==> src/rtl/core/vccb_pkg.sv <==
`default_nettype none

package vccb_pkg;

  // Geometry and fixed point format
  localparam int DIM_BITS  = 10;
  localparam int FRAC_BITS = 8;
  localparam int SIZE_W    = DIM_BITS + 1;
  localparam int IDX_W     = 30;
  localparam int SUM_W     = 40;
  localparam int CNT_W     = 31;
  localparam int CENT_W    = DIM_BITS + FRAC_BITS;
  localparam int SLICE_W   = 2 * DIM_BITS + 1;
  localparam int REM_W     = 2 * DIM_BITS;

  // Shared divider geometry: widest dividend is sum << FRAC_BITS
  localparam int DIV_W  = SUM_W + FRAC_BITS;
  localparam int DIV_RW = (CNT_W > SLICE_W) ? CNT_W : SLICE_W;
  localparam int STEP_W = $clog2(DIV_W + 1);

  // Stream and config port widths
  localparam int CFG_IDX_W = 2;
  localparam int S_DATA_W  = ((IDX_W + 7) / 8) * 8;
  localparam int M_RAW_W   = 3 * CENT_W + 6 * DIM_BITS;
  localparam int M_DATA_W  = ((M_RAW_W + 7) / 8) * 8;

  localparam logic [SIZE_W-1:0] SIZE_FULL = {1'b1, {DIM_BITS{1'b0}}};
  localparam logic [CENT_W-1:0] CENT_MAX  = {CENT_W{1'b1}};
  localparam logic [SUM_W-1:0]  SUM_MAX   = {SUM_W{1'b1}};
  localparam logic [CNT_W-1:0]  CNT_MAX   = {CNT_W{1'b1}};

  typedef enum logic [CFG_IDX_W-1:0] {
    REG_SIZE_Y = 2'd0,
    REG_SIZE_X = 2'd1,
    REG_SIZE_Z = 2'd2
  } cfg_reg_e;

  typedef enum logic [2:0] {
    ST_IDLE,
    ST_GO,
    ST_WAIT,
    ST_UPDATE,
    ST_EMIT
  } state_e;

  // Which division the shared unit is running
  typedef enum logic [2:0] {
    OP_Z,
    OP_X,
    OP_CY,
    OP_CX,
    OP_CZ
  } op_e;

  typedef struct packed {
    logic              start;
    logic [DIV_W-1:0]  dividend;  // left aligned
    logic [DIV_RW-1:0] divisor;
    logic [STEP_W-1:0] steps;
  } div_req_t;

  typedef struct packed {
    logic [DIM_BITS-1:0] y;
    logic [DIM_BITS-1:0] x;
    logic [DIM_BITS-1:0] z;
  } coord_t;

  typedef struct packed {
    logic [SIZE_W-1:0] y;
    logic [SIZE_W-1:0] x;
    logic [SIZE_W-1:0] z;
  } sizes_t;

  typedef struct packed {
    logic update;
    logic restart;
  } acc_ctl_t;

  typedef struct packed {
    logic [SUM_W-1:0]    sum_y;
    logic [SUM_W-1:0]    sum_x;
    logic [SUM_W-1:0]    sum_z;
    logic [CNT_W-1:0]    count;
    logic [SIZE_W-1:0]   min_y;
    logic [SIZE_W-1:0]   min_x;
    logic [SIZE_W-1:0]   min_z;
    logic [DIM_BITS-1:0] max_y;
    logic [DIM_BITS-1:0] max_x;
    logic [DIM_BITS-1:0] max_z;
  } acc_state_t;

  // Zero acts as one, anything above full size acts as full size
  function automatic logic [SIZE_W-1:0] eff_size(input logic [SIZE_W-1:0] v);
    logic [SIZE_W-1:0] r;
    if (v == '0) begin
      r = SIZE_W'(1);
    end else if (v > SIZE_FULL) begin
      r = SIZE_FULL;
    end else begin
      r = v;
    end
    return r;
  endfunction

  // Saturating coordinate accumulate
  function automatic logic [SUM_W-1:0] sat_sum(input logic [SUM_W-1:0] s,
                                               input logic [DIM_BITS-1:0] c);
    logic [SUM_W:0] ext;
    ext = {1'b0, s} + (SUM_W + 1)'(c);
    return ext[SUM_W] ? SUM_MAX : ext[SUM_W-1:0];
  endfunction

endpackage

`default_nettype wire

==> src/rtl/core/vccb_div.sv <==
`default_nettype none

// Restoring divider, one quotient bit per cycle.
// The dividend arrives left aligned; once all 'steps' iterations are done the quotient sits
// in the low bits of quot_o and the remainder in rem_o.
module vccb_div (
  input  logic                          clk_i,
  input  logic                          rst_ni,
  input  vccb_pkg::div_req_t            req_i,
  output logic                          done_o,
  output logic [vccb_pkg::DIV_W-1:0]    quot_o,
  output logic [vccb_pkg::DIV_RW-1:0]   rem_o
);

  logic [vccb_pkg::DIV_W-1:0]  quot_q, quot_d;
  logic [vccb_pkg::DIV_RW-1:0] rem_q, rem_d;
  logic [vccb_pkg::DIV_RW-1:0] dvs_q, dvs_d;
  logic [vccb_pkg::STEP_W-1:0] cnt_q, cnt_d;
  logic                        busy_q, busy_d;
  logic                        done_q, done_d;

  logic [vccb_pkg::DIV_RW:0]   trial;
  logic [vccb_pkg::DIV_RW:0]   diff;
  logic                        fits;

  // One trial subtract per cycle
  always_comb begin
    trial = {rem_q, quot_q[vccb_pkg::DIV_W-1]};
    diff  = trial - {1'b0, dvs_q};
    fits  = (trial >= {1'b0, dvs_q});
  end

  // Next state of the iteration
  always_comb begin
    quot_d = quot_q;
    rem_d  = rem_q;
    dvs_d  = dvs_q;
    cnt_d  = cnt_q;
    busy_d = busy_q;
    done_d = 1'b0;
    if (req_i.start) begin
      quot_d = req_i.dividend;
      rem_d  = '0;
      dvs_d  = req_i.divisor;
      cnt_d  = req_i.steps;
      busy_d = 1'b1;
    end else if (busy_q) begin
      quot_d = {quot_q[vccb_pkg::DIV_W-2:0], fits};
      rem_d  = fits ? diff[vccb_pkg::DIV_RW-1:0] : trial[vccb_pkg::DIV_RW-1:0];
      cnt_d  = cnt_q - vccb_pkg::STEP_W'(1);
      if (cnt_q == vccb_pkg::STEP_W'(1)) begin
        busy_d = 1'b0;
        done_d = 1'b1;
      end
    end
  end

  // Control flops
  always_ff @(posedge clk_i or negedge rst_ni) begin
    if (!rst_ni) begin
      busy_q <= 1'b0;
      done_q <= 1'b0;
      cnt_q  <= '0;
    end else begin
      busy_q <= busy_d;
      done_q <= done_d;
      cnt_q  <= cnt_d;
    end
  end

  // Datapath flops
  always_ff @(posedge clk_i) begin
    quot_q <= quot_d;
    rem_q  <= rem_d;
    dvs_q  <= dvs_d;
  end

  assign done_o = done_q;
  assign quot_o = quot_q;
  assign rem_o  = rem_q;

endmodule

`default_nettype wire

==> src/rtl/core/vccb_acc.sv <==
`default_nettype none

// Region accumulators: saturating sums, count and per-axis bounds.
module vccb_acc (
  input  logic                    clk_i,
  input  logic                    rst_ni,
  input  vccb_pkg::acc_ctl_t      ctl_i,
  input  vccb_pkg::coord_t        coord_i,
  input  vccb_pkg::sizes_t        sizes_i,   // effective sizes, for restart
  output vccb_pkg::acc_state_t    acc_o
);

  vccb_pkg::acc_state_t acc_q, acc_d;

  always_comb begin
    acc_d = acc_q;
    priority if (ctl_i.restart) begin
      acc_d.sum_y = '0;
      acc_d.sum_x = '0;
      acc_d.sum_z = '0;
      acc_d.count = '0;
      acc_d.min_y = sizes_i.y;
      acc_d.min_x = sizes_i.x;
      acc_d.min_z = sizes_i.z;
      acc_d.max_y = '0;
      acc_d.max_x = '0;
      acc_d.max_z = '0;
    end else if (ctl_i.update) begin
      acc_d.sum_y = vccb_pkg::sat_sum(acc_q.sum_y, coord_i.y);
      acc_d.sum_x = vccb_pkg::sat_sum(acc_q.sum_x, coord_i.x);
      acc_d.sum_z = vccb_pkg::sat_sum(acc_q.sum_z, coord_i.z);
      if (acc_q.count != vccb_pkg::CNT_MAX) begin
        acc_d.count = acc_q.count + vccb_pkg::CNT_W'(1);
      end
      // Bounds
      if (vccb_pkg::SIZE_W'(coord_i.y) < acc_q.min_y) acc_d.min_y = vccb_pkg::SIZE_W'(coord_i.y);
      if (vccb_pkg::SIZE_W'(coord_i.x) < acc_q.min_x) acc_d.min_x = vccb_pkg::SIZE_W'(coord_i.x);
      if (vccb_pkg::SIZE_W'(coord_i.z) < acc_q.min_z) acc_d.min_z = vccb_pkg::SIZE_W'(coord_i.z);
      if (coord_i.y > acc_q.max_y) acc_d.max_y = coord_i.y;
      if (coord_i.x > acc_q.max_x) acc_d.max_x = coord_i.x;
      if (coord_i.z > acc_q.max_z) acc_d.max_z = coord_i.z;
    end else begin
      acc_d = acc_q;
    end
  end

  always_ff @(posedge clk_i or negedge rst_ni) begin
    if (!rst_ni) begin
      acc_q.sum_y <= '0;
      acc_q.sum_x <= '0;
      acc_q.sum_z <= '0;
      acc_q.count <= '0;
      acc_q.min_y <= vccb_pkg::SIZE_FULL;
      acc_q.min_x <= vccb_pkg::SIZE_FULL;
      acc_q.min_z <= vccb_pkg::SIZE_FULL;
      acc_q.max_y <= '0;
      acc_q.max_x <= '0;
      acc_q.max_z <= '0;
    end else begin
      acc_q <= acc_d;
    end
  end

  assign acc_o = acc_q;

endmodule

`default_nettype wire

==> src/rtl/core/voxel_centroid_bounding_box_core.sv <==
// One voxel is taken at a time, and the next only once the last one is through;
// the voxel that closes a region also computes the centroids, whose result then
// sits in the output register. All divisions share the single bit-serial
// divider: 30 steps for z, 20 for x and y, and 48 for each of the three
// centroids. Reset (async, active low) sets all sizes to full extent, clears
// the region and leaves the output empty.
`default_nettype none

module voxel_centroid_bounding_box_core (
  input  logic                                clk_i,
  input  logic                                rst_ni,
  // Configuration write channel
  input  logic                                cfg_valid_i,
  output logic                                cfg_ready_o,
  input  logic [vccb_pkg::CFG_IDX_W-1:0]      cfg_index_i,
  input  logic [vccb_pkg::SIZE_W-1:0]         cfg_data_i,
  // Voxel stream in
  input  logic                                s_axis_tvalid,
  output logic                                s_axis_tready,
  input  logic [vccb_pkg::S_DATA_W-1:0]       s_axis_tdata,   // [29:0] voxel_index
  input  logic                                s_axis_tlast,   // last_voxel
  // Region result stream out
  output logic                                m_axis_tvalid,
  input  logic                                m_axis_tready,
  // from bit 0: centroid_y, centroid_x, centroid_z (18 each), low_y, high_y,
  // low_x, high_x, low_z, high_z (10 each), zero fill
  output logic [vccb_pkg::M_DATA_W-1:0]       m_axis_tdata
);

  vccb_pkg::state_e state_q, state_d;
  vccb_pkg::op_e    op_q, op_d;

  logic [vccb_pkg::SIZE_W-1:0]   size_y_q, size_x_q, size_z_q;
  vccb_pkg::sizes_t              eff;

  logic [vccb_pkg::IDX_W-1:0]    idx_q;
  logic                          last_q;
  logic [vccb_pkg::SLICE_W-1:0]  slice_q;
  logic [vccb_pkg::REM_W-1:0]    rem_idx_q;
  vccb_pkg::coord_t              coord_q;
  logic [vccb_pkg::CENT_W-1:0]   cent_y_q, cent_x_q, cent_z_q;

  logic                          out_valid_q;
  logic [vccb_pkg::M_DATA_W-1:0] out_data_q;

  vccb_pkg::div_req_t            div_req;
  logic                          div_done;
  logic [vccb_pkg::DIV_W-1:0]    div_quot;
  logic [vccb_pkg::DIV_RW-1:0]   div_rem;

  vccb_pkg::acc_ctl_t            acc_ctl;
  vccb_pkg::acc_state_t          acc;

  logic                          in_fire;
  logic                          emit_fire;
  logic [vccb_pkg::DIV_W-1:0]    z_lim;
  logic [vccb_pkg::DIM_BITS-1:0] z_val;
  logic [vccb_pkg::CENT_W-1:0]   cent_val;
  logic [vccb_pkg::M_RAW_W-1:0]  out_pack;

  // Configuration registers, always writable
  assign cfg_ready_o = 1'b1;

  always_ff @(posedge clk_i or negedge rst_ni) begin
    if (!rst_ni) begin
      size_y_q <= vccb_pkg::SIZE_FULL;
      size_x_q <= vccb_pkg::SIZE_FULL;
      size_z_q <= vccb_pkg::SIZE_FULL;
    end else if (cfg_valid_i) begin
      unique case (cfg_index_i)
        vccb_pkg::REG_SIZE_Y: size_y_q <= cfg_data_i;
        vccb_pkg::REG_SIZE_X: size_x_q <= cfg_data_i;
        vccb_pkg::REG_SIZE_Z: size_z_q <= cfg_data_i;
        default: ;
      endcase
    end
  end

  always_comb begin
    eff.y = vccb_pkg::eff_size(size_y_q);
    eff.x = vccb_pkg::eff_size(size_x_q);
    eff.z = vccb_pkg::eff_size(size_z_q);
  end

  assign in_fire   = s_axis_tvalid && s_axis_tready;
  assign emit_fire = (state_q == vccb_pkg::ST_EMIT) && (!out_valid_q || m_axis_tready);

  // Sequencer: next state
  always_comb begin
    state_d = state_q;
    op_d    = op_q;
    unique case (state_q)
      vccb_pkg::ST_IDLE: begin
        if (s_axis_tvalid) begin
          state_d = vccb_pkg::ST_GO;
          op_d    = vccb_pkg::OP_Z;
        end
      end
      vccb_pkg::ST_GO: state_d = vccb_pkg::ST_WAIT;
      vccb_pkg::ST_WAIT: begin
        if (div_done) begin
          unique case (op_q)
            vccb_pkg::OP_Z: begin
              op_d    = vccb_pkg::OP_X;
              state_d = vccb_pkg::ST_GO;
            end
            vccb_pkg::OP_X:  state_d = vccb_pkg::ST_UPDATE;
            vccb_pkg::OP_CY: begin
              op_d    = vccb_pkg::OP_CX;
              state_d = vccb_pkg::ST_GO;
            end
            vccb_pkg::OP_CX: begin
              op_d    = vccb_pkg::OP_CZ;
              state_d = vccb_pkg::ST_GO;
            end
            vccb_pkg::OP_CZ: state_d = vccb_pkg::ST_EMIT;
            default:         state_d = vccb_pkg::ST_IDLE;
          endcase
        end
      end
      vccb_pkg::ST_UPDATE: begin
        if (last_q) begin
          op_d    = vccb_pkg::OP_CY;
          state_d = vccb_pkg::ST_GO;
        end else begin
          state_d = vccb_pkg::ST_IDLE;
        end
      end
      vccb_pkg::ST_EMIT: begin
        if (!out_valid_q || m_axis_tready) state_d = vccb_pkg::ST_IDLE;
      end
      default: state_d = vccb_pkg::ST_IDLE;
    endcase
  end

  always_ff @(posedge clk_i or negedge rst_ni) begin
    if (!rst_ni) begin
      state_q <= vccb_pkg::ST_IDLE;
      op_q    <= vccb_pkg::OP_Z;
    end else begin
      state_q <= state_d;
      op_q    <= op_d;
    end
  end

  // Sequencer: outputs and divider operand select
  always_comb begin
    s_axis_tready       = (state_q == vccb_pkg::ST_IDLE);
    acc_ctl.update      = (state_q == vccb_pkg::ST_UPDATE);
    acc_ctl.restart     = emit_fire;
    div_req.start       = (state_q == vccb_pkg::ST_GO);
    div_req.dividend    = '0;
    div_req.divisor     = vccb_pkg::DIV_RW'(1);
    div_req.steps       = vccb_pkg::STEP_W'(vccb_pkg::DIV_W);
    unique case (op_q)
      vccb_pkg::OP_Z: begin
        div_req.dividend = vccb_pkg::DIV_W'(idx_q) << (vccb_pkg::DIV_W - vccb_pkg::IDX_W);
        div_req.divisor  = vccb_pkg::DIV_RW'(slice_q);
        div_req.steps    = vccb_pkg::STEP_W'(vccb_pkg::IDX_W);
      end
      vccb_pkg::OP_X: begin
        div_req.dividend = vccb_pkg::DIV_W'(rem_idx_q) << (vccb_pkg::DIV_W - vccb_pkg::REM_W);
        div_req.divisor  = vccb_pkg::DIV_RW'(eff.y);
        div_req.steps    = vccb_pkg::STEP_W'(vccb_pkg::REM_W);
      end
      vccb_pkg::OP_CY: begin
        div_req.dividend = vccb_pkg::DIV_W'(acc.sum_y) << vccb_pkg::FRAC_BITS;
        div_req.divisor  = vccb_pkg::DIV_RW'(acc.count);
      end
      vccb_pkg::OP_CX: begin
        div_req.dividend = vccb_pkg::DIV_W'(acc.sum_x) << vccb_pkg::FRAC_BITS;
        div_req.divisor  = vccb_pkg::DIV_RW'(acc.count);
      end
      vccb_pkg::OP_CZ: begin
        div_req.dividend = vccb_pkg::DIV_W'(acc.sum_z) << vccb_pkg::FRAC_BITS;
        div_req.divisor  = vccb_pkg::DIV_RW'(acc.count);
      end
      default: ;
    endcase
  end

  vccb_div u_div (
    .clk_i  (clk_i),
    .rst_ni (rst_ni),
    .req_i  (div_req),
    .done_o (div_done),
    .quot_o (div_quot),
    .rem_o  (div_rem)
  );

  vccb_acc u_acc (
    .clk_i   (clk_i),
    .rst_ni  (rst_ni),
    .ctl_i   (acc_ctl),
    .coord_i (coord_q),
    .sizes_i (eff),
    .acc_o   (acc)
  );

  // z clamps to the last slice; centroid saturates
  always_comb begin
    z_lim    = vccb_pkg::DIV_W'(eff.z - vccb_pkg::SIZE_W'(1));
    z_val    = (div_quot > z_lim) ? z_lim[vccb_pkg::DIM_BITS-1:0]
                                  : div_quot[vccb_pkg::DIM_BITS-1:0];
    cent_val = (|div_quot[vccb_pkg::DIV_W-1:vccb_pkg::CENT_W]) ? vccb_pkg::CENT_MAX
                                                               : div_quot[vccb_pkg::CENT_W-1:0];
  end

  // Working registers
  always_ff @(posedge clk_i) begin
    if (in_fire) begin
      idx_q   <= s_axis_tdata[vccb_pkg::IDX_W-1:0];
      last_q  <= s_axis_tlast;
      slice_q <= vccb_pkg::SLICE_W'(eff.y) * vccb_pkg::SLICE_W'(eff.x);
    end
    if ((state_q == vccb_pkg::ST_WAIT) && div_done) begin
      unique case (op_q)
        vccb_pkg::OP_Z: begin
          coord_q.z <= z_val;
          rem_idx_q <= div_rem[vccb_pkg::REM_W-1:0];
        end
        vccb_pkg::OP_X: begin
          coord_q.x <= div_quot[vccb_pkg::DIM_BITS-1:0];
          coord_q.y <= div_rem[vccb_pkg::DIM_BITS-1:0];
        end
        vccb_pkg::OP_CY: cent_y_q <= cent_val;
        vccb_pkg::OP_CX: cent_x_q <= cent_val;
        vccb_pkg::OP_CZ: cent_z_q <= cent_val;
        default: ;
      endcase
    end
  end

  // Output register, refilled as soon as the previous result is taken
  assign out_pack = {acc.max_z,
                     acc.min_z[vccb_pkg::DIM_BITS-1:0],
                     acc.max_x,
                     acc.min_x[vccb_pkg::DIM_BITS-1:0],
                     acc.max_y,
                     acc.min_y[vccb_pkg::DIM_BITS-1:0],
                     cent_z_q, cent_x_q, cent_y_q};

  always_ff @(posedge clk_i or negedge rst_ni) begin
    if (!rst_ni) begin
      out_valid_q <= 1'b0;
    end else if (emit_fire) begin
      out_valid_q <= 1'b1;
    end else if (m_axis_tready) begin
      out_valid_q <= 1'b0;
    end
  end

  always_ff @(posedge clk_i) begin
    if (emit_fire) begin
      out_data_q <= vccb_pkg::M_DATA_W'(out_pack);
    end
  end

  assign m_axis_tvalid = out_valid_q;
  assign m_axis_tdata  = out_data_q;

endmodule

`default_nettype wire

==> config.mk <==
export PLATFORM = sky130hd
export DESIGN_NAME = voxel_centroid_bounding_box_core
export DESIGN_NICKNAME = d
export VERILOG_FILES = /design/src/rtl/core/vccb_pkg.sv /design/src/rtl/core/vccb_div.sv /design/src/rtl/core/vccb_acc.sv /design/src/rtl/core/voxel_centroid_bounding_box_core.sv
export SDC_FILE = /design/constraint.sdc
export NUM_CORES = 1
export LEC_CHECK = 0
export BUFFER_PORTS_ARGS = -buffer_cell sky130_fd_sc_hd__clkbuf_2
export CAP_MARGIN = 20
export CORE_MARGIN = 4
export CORE_UTILIZATION = 55
export DETAILED_ROUTE_END_ITERATION = 8
export MAX_ROUTING_LAYER = met4
export PLACE_DENSITY = 0.73
export SYNTH_ARGS = -nofsm -noshare
export SYNTH_HDL_FRONTEND = slang
export SYNTH_SLANG_ARGS = --single-unit
==> constraint.sdc <==
create_clock -name clk_i -period 11.1 [get_ports clk_i]
set_input_delay 1.665 -clock clk_i [delete_from_list [all_inputs] [get_ports clk_i]]
set_output_delay 1.665 -clock clk_i [all_outputs]
set_load 0.02 [all_outputs]
# --- Word-level counts from Yosys, hierarchy flattened ---
# Cells that the tools add are included.
word_totals:
  register_bits: 642
  latch_bits: 0
  mem_bits_rw: 0
  mem_bits_ro: 0
  input_bits: 51
  out_inout_bits: 123
  wordCells: 156
  mem_count: 0
op_classes:
  addsub: 7
  multipliers: 1
  div_mod_pow: 0
  n_lt_le_gt_ge: 11
  eq_ne: 17
  shift: 0
  muxes: 46
  n_bitwise: 0
  n_reduce_logical: 41
ops:
  columns: ["cell", "n"]
  rows:
  - ["214-bit 2-to-1 mux", 2]
  - ["79-bit one-hot mux with 5 select lines", 1]
  - ["40-bit by 10-bit adder with 41-bit output", 3]
  - ["40-bit 2-to-1 mux", 3]
  - ["11-bit 2-to-1 mux", 9]
  - ["48-bit 2-to-1 mux", 2]
  - ["31-bit 2-to-1 mux", 2]
  - ["48-bit > comparator", 1]
  - ["10-bit 2-to-1 mux", 4]
  - ["11-bit > comparator, second input constant", 3]
  - ["11-bit zero test", 3]
  - ["10-bit by 11-bit less-than comparator with 1-bit output", 3]
  - ["32-bit by 31-bit greater-or-equal comparator with 1-bit output", 1]
  - ["31-bit by 1-bit adder with 31-bit output, second input constant", 1]
  - ["31-bit != test, second input constant", 1]
  - ["31-bit subtractor", 1]
  - ["10-bit > comparator", 3]
  - ["2-bit AND reduction", 15]
  - ["30-bit OR reduction", 1]
  - ["3-bit one-hot mux with 3 select lines", 3]
  - ["11-bit by 11-bit multiplier with 21-bit output", 1]
  - ["2-bit nonzero test", 10]
  - ["18-bit 2-to-1 mux", 1]
  - ["3-bit 2-to-1 mux", 6]
  - ["other kinds (24)", 43]

# --- Depth between registers and ports, before layout ---
logic_depth:
  depth_word: 6
  mapped_depth: 23
  ltp_nobuf: 23

# --- Cells and area by module ---
# A second synthesis with hierarchy kept.
hier_totals:
  hier_cells: 3541
  hier_area_um2: 37265.7
by_module_without_submodules:
  columns: ["module", "instances", "cells_each", "area_each_um2", "seq_area_each_um2"]
  rows:
  - ["voxel_centroid_bounding_box_core", 1, 1402, 17046.3, 9112.5]
  - ["vccb_acc", 1, 1528, 13649.3, 5358.9]
  - ["vccb_div", 1, 611, 6570.1, 3193.1]

# --- Worst setup path after synthesis ---
# OpenSTA, ideal clock, no wires.
synth_path:
  path_type: "input -> register"
  startpoint: "in m_axis_tready"
  endpoint: "reg out_data_q, in the netlist m_axis_tdata[0] (enable)"
  setup_ps: 523
  arrival_ps: 5610
  path_slack_ps: 4967
  cell_stages: 5
  cell_sequence: "nor2b_1 -> or2_4 -> clkinv_4 -> clkbuf_1 -> clkbuf_1"
synth_between:
  elab_chain_cells: 2
synth_rtl:
  columns: ["item", "line", "rtl"]
  rows:
  - ["start: declaration", "voxel_centroid_bounding_box_core.sv:24", "input logic m_axis_tready,"]
  - ["1-bit logical OR", "voxel_centroid_bounding_box_core.sv:86", "assign emit_fire = (state_q == vccb_pkg::ST_EMIT) && (!out_valid_q || m_axis_tready);"]
  - ["1-bit logical AND", "voxel_centroid_bounding_box_core.sv:86", null]
  - ["named net emit_fire", "voxel_centroid_bounding_box_core.sv:55", "logic emit_fire;"]
  - ["end signal: assignment", "voxel_centroid_bounding_box_core.sv:255", "out_data_q <= vccb_pkg::M_DATA_W'(out_pack);"]
  - ["end: declaration", "voxel_centroid_bounding_box_core.sv:44", "logic [vccb_pkg::M_DATA_W-1:0] out_data_q;"]
# The timed path passes the listed nets, and every way through them passes these cells.
# A chain may end at the register's enable or synchronous reset.

# --- Worst setup path in the final report ---
layout_path:
  startpoint: "reg size_y_q[10] (netlist bit)"
  endpoint: "reg slice_q[17] (netlist bit), data pin"
layout_between:
  elab_chain_cells: 4
  elab_cells_between_ends: 5
  classes_between: "1 x mul; 1 x order compare; 2 x mux; 1 x reduce/logical"
layout_rtl:
  columns: ["item", "line", "rtl"]
  rows:
  - ["start: declaration", "voxel_centroid_bounding_box_core.sv:33", "logic [vccb_pkg::SIZE_W-1:0] size_y_q, size_x_q, size_z_q;"]
  - ["start signal: assignment", "voxel_centroid_bounding_box_core.sv:66", "size_y_q <= vccb_pkg::SIZE_FULL;"]
  - ["start signal: assignment", "voxel_centroid_bounding_box_core.sv:71", "vccb_pkg::REG_SIZE_Y: size_y_q <= cfg_data_i;"]
  - ["11-bit > comparator", "vccb_pkg.sv:97", "end else if (v > SIZE_FULL) begin"]
  - ["11-bit 2-to-1 mux", "vccb_pkg.sv:97", null]
  - ["11-bit 2-to-1 mux *", "vccb_pkg.sv:95", "if (v == '0) begin"]
  - ["11-bit by 11-bit multiplier with 21-bit output *", "voxel_centroid_bounding_box_core.sv:214", "slice_q <= vccb_pkg::SLICE_W'(eff.y) * vccb_pkg::SLICE_W'(eff.x);"]
  - ["end signal: assignment", "voxel_centroid_bounding_box_core.sv:214", null]
  - ["end: declaration", "voxel_centroid_bounding_box_core.sv:38", "logic [vccb_pkg::SLICE_W-1:0] slice_q;"]
# Mark *: on every way between the ends. The rest lies on a longest branch, timed or not.

==> impl_results.md <==
* Status: complete, no violations
* Post-route cell area at between 40000 and 50000 um2
* Count of cells resized by post-cts repair at 0
* Final min period at between 6 and 7 ns
* Final period util at 0.603
* Top fanout value on the critical path at 18
* Final Hold Violating Endpoints at 0
* Multiplexer fraction of the synthesized cell area at 0.0496
* Capture point of the worst reg-to-reg path: slice_q[17]$_DFFE_PP_
* FMAX at ~0.15 GHz
* Library cell occupying the most area in the post-synthesis netlist: edfxtp_1
* Hold Crit Depth at 0
* Share of post-route cells with drive strength above 1 at 0.120
* Vias in the first global route at roughly 26000
* Clock power share at 0.232
* Top-level I/O count at roughly 170
* Setup violations, final at 0
* Sw Ratio at 0.387
* Critical path's slowest cell: dfstp_2
* RD Place Congestion at between 0.9 and 1
* CTS tree: yes
* Req. time, crit path at around 11 ns
* Routed length per instance at 20.5 um
* Post-route DRC violation count at 0
* Stage delay of the slowest cell on the critical path at roughly 0.79 ns
* Worst EP arrival at 7.05 ns
* Power share of the sequential group at 0.359
* Routed length on met1 at roughly 40000 um
* Critical Setup Path Class: reg -> reg
* Area fraction of the dominant cell type after synthesis at 0.286
* Worst setup EP type: flop
* Horizontal extent of the die at 266 um
* Height of the die at 266 um
* Initial antenna violation count at 1
* Register area at ~18000 um2
* Stages on worst setup path at 19
* Compound-cell area share of the yosys netlist at 0.139
* Effective utilization at floorplan at 0.557
* Pin count of the biggest net entering global routing at around 160
* Net switching power at 3.91 mW
* PwrDens at ~250 nW/um2
* Final total power at about 10 mW
* Count of fill cells added during filler insertion at about 5400
* Sort of element at the start of the critical path: flop
* Row cnt at between 90 and 100
* Std-Cell Core Area at between 60000 and 70000 um2
* Cell family with the largest share of critical-path delay: adder cells
* Cell at the root of the clock tree: clkbuf_16
* Highest routed layer: met4
* Global route overflow at 0
* Remaining antenna violation count at 0
* Type of the worst min-delay path: reg -> reg
* Post-synthesis adder-cell area fraction at 0.123
* Leak pwr at 17.1 nW
* Level count of the clock H-tree at 3
* Cell area after synthesis at ~37000 um2
* Buffers & Inverters on Critical Path at 3
* Full die area at 70800 um2
* Share of flip-flops with an asynchronous set or reset after synthesis at 0.408
* List of cells traversed by the critical path: clkinv_1 -> nand2_1 -> nor2_1 -> fa_1 -> ha_1 -> fa_1 -> inv_1 -> fa_1 -> fa_1 -> inv_1 -> ha_1 -> o21ai_0 -> a21boi_0 -> o21a_1 -> o311ai_0 -> a31oi_1 -> a21o_1 -> a21oi_1 -> xnor2_1
* VDD IR max at 139 uV
* Setup repair after global routing missed its margin: false
* Fraction of synthesized cell area in xor and xnor cells at 0.0215
* Cts bufs inserted at 70
* Tightest slew margin relative to the limit at 0.269
* Internal power summed over all cells at ~6.2 mW
* Average via count per standard cell at a little under 6
* FF-to-FF setup slack at ~4.4 ns
* Gate power share at 0.410
* Max-cap violations at 0
* Hold path startpoint: cent_y_q[13]$_DFFE_PP_
* Clock latency reported for the late side of the worst-skew pair at around 0.62 ns
* Worst slack on hold paths at between 0.4 and 0.5 ns
* Routed length on met3 at 6130 um
* Mean instance size in the synthesized netlist at approximately 11 um2
* Dominant cells by area after synthesis: edfxtp_1 (29%), dfrtp_1 (17%), ha_1 (7.7%), fa_1 (4.5%), mux2i_1 (3.9%)
* Via count of the routed design at about 27000
* Number of different library cells in the post-synthesis netlist at about 100
* Worst Hold Path EP: m_axis_tdata[13]$_DFFE_PP_
* Synthesis-stage register bit count at approximately 640
* Pre-Repair DR Iteration Count at 6
* Least-Margin Pin Slew at ~1.1 ns
* Cell count of the worst reg-to-reg path at 19
* First-pass GRT wire length at between 100000 and 150000 um
* Number of enable-type register cells in the synthesized netlist at roughly 350
* Synthesized-area fraction occupied by and/or/nand/nor cells at 0.140
* Cell occurring most often along the worst timing path: fa_1
* Clk_skew at roughly 0.038 ns
* Yosys Warn Count at 0
* Most frequently used flop master after synthesis: edfxtp_1
* Number of pins exceeding their max-slew limit in the final report at 0
* Number of hold-repair buffers added at the cts stage at 0
* Post-detailed-placement half-perimeter wirelength at 66900 um
* Detailed-route wire length at roughly 94000 um
* Overall global routing resource usage at 0.270
* Total Negative Setup Slacks at 0 ns
* Total number of clock tree sinks at approximately 640
* Clk slew on worst S/H paths at roughly 0.060 ns
* DRT iter0 DRCs at around 2700
* Count of mapped cells out of synthesis at ~3500
* Main combinational cell family by area after synthesis: simple AND/OR/NAND/NOR gates
* Post-synthesis to final-layout area growth at 11.1%
* Post-placement cell area at 38300 um2
* Number of I/O port buffers at between 150 and 200
* Placed insts at between 4000 and 5000
* Origin of the critical flop-to-flop path: size_y_q[10]$_DFFE_PN1P_
* Nets at between 4000 and 5000
* Largest buffer count on any clock path at 3
* Count of non-filler cells in the finished layout at ~4600
* Area taken by multi-input logic gates at about 18000 um2
* Number of post-CTS setup repair buffers at 0
* Fraction of the yosys area taken by sequential cells at 0.482
* Detailed-routed wire length on met2 at 44400 um
-- how the worst max path moves through the flow --
stage	from	to	slack, ns
floorplan	m_axis_tready	m_axis_tdata[0]$_DFFE_PP_	4.97
global placement	size_y_q[10]$_DFFE_PN1P_	slice_q[19]$_DFFE_PP_	4.53
detailed placement	size_y_q[10]$_DFFE_PN1P_	slice_q[17]$_DFFE_PP_	4.48
CTS	size_y_q[10]$_DFFE_PN1P_	slice_q[17]$_DFFE_PP_	4.42
global route	size_y_q[10]$_DFFE_PN1P_	slice_q[17]$_DFFE_PP_	3.94
finish	size_y_q[10]$_DFFE_PN1P_	slice_q[17]$_DFFE_PP_	4.40
-- metrics by stage --
| step | util | setup WS, ns |
|---|---|---|
| 4_1_cts | 0.617 | 4.42 |
| 6_report | 0.618 | 4.40 |
| 3_3_place_gp | 0.582 | 4.53 |
| 5_1_grt | 0.618 | 3.94 |
| 3_5_place_dp | 0.582 | 4.48 |
| 2_1_floorplan | - | 4.97 |
-- cells by family (layout without fill, tap and decap cells) --
family	count (synthesis)	after routing
adders and majority gates	310	310
other	2	45
DFF	642	642
and+or+nand+nor	1068	1068
AOI/OAI and AO/OA	783	783
xor gates and xnor gates	90	90
buffers and inverters	412	586
muxes	177	177
-- placed cells by master (no fill, tap or decap), types with 63 or more instances in the layout --
cell type / count
a21oi_1: 218
clkbuf_16: 72
clkbuf_2: 163
dfrtp_1: 254
edfxtp_1: 349
fa_1: 83
ha_1: 227
inv_1: 253
mux2i_1: 141
nand2_1: 291
nand3_1: 74
nor2_1: 313
nor3_1: 63
o21ai_0: 203
-- flip-flops by register name, summed over array words and instances (netlist names), 11 cells and up --
register and count:
u_acc.acc_o 214, size_y_q 11, size_z_q 11, u_div.rem_o 31, cent_z_q 18, slice_q 21
cent_y_q 18, idx_q 30, coord_q 30, u_div.quot_o 48, u_div.dvs_q 31, rem_idx_q 20
size_x_q 11, m_axis_tdata 114, cent_x_q 18
-- layout make-up --
class | instances | area share
Multi-Input combinational cell | 2472 | 0.431
Tap cell | 864 | 0.0265
Clock buffer | 88 | 0.0464
Antenna cell | 1 | 0.0000614
Sequential cell | 642 | 0.434
Timing Repair Buffer | 201 | 0.0287
Clock inverter | 41 | 0.00992
Inverter | 256 | 0.0238
-- power groups by stage --
stage               sequential [mW]  clock, mW  combinational, mW
floorplan                      3.44          0               3.18
global placement               3.64          0               3.97
detailed placement             3.66          0               4.06
CTS                            3.62       2.37               4.09
global route                   3.68       2.48               4.63
finish                         3.62       2.34               4.14
-- routing by layer --
metal / global-route usage / up-vias
met1: 0.366 / 13200
met3: 0.0344 / 171
met5: - / -
met4: 0.0844 / 0
li1: - / 12800
met2: 0.430 / 955
-- synthesized netlist by cell type (65+ instances only) --
cell type / n
a21oi_1: 218
nor2_1: 318
clkbuf_1: 109
fa_1: 83
nand3_1: 74
nor3_1: 65
o21ai_0: 205
dfrtp_1: 256
inv_1: 253
mux2i_1: 141
nand2_1: 293
ha_1: 227
edfxtp_1: 349
(Power assumes the default switching activity.)
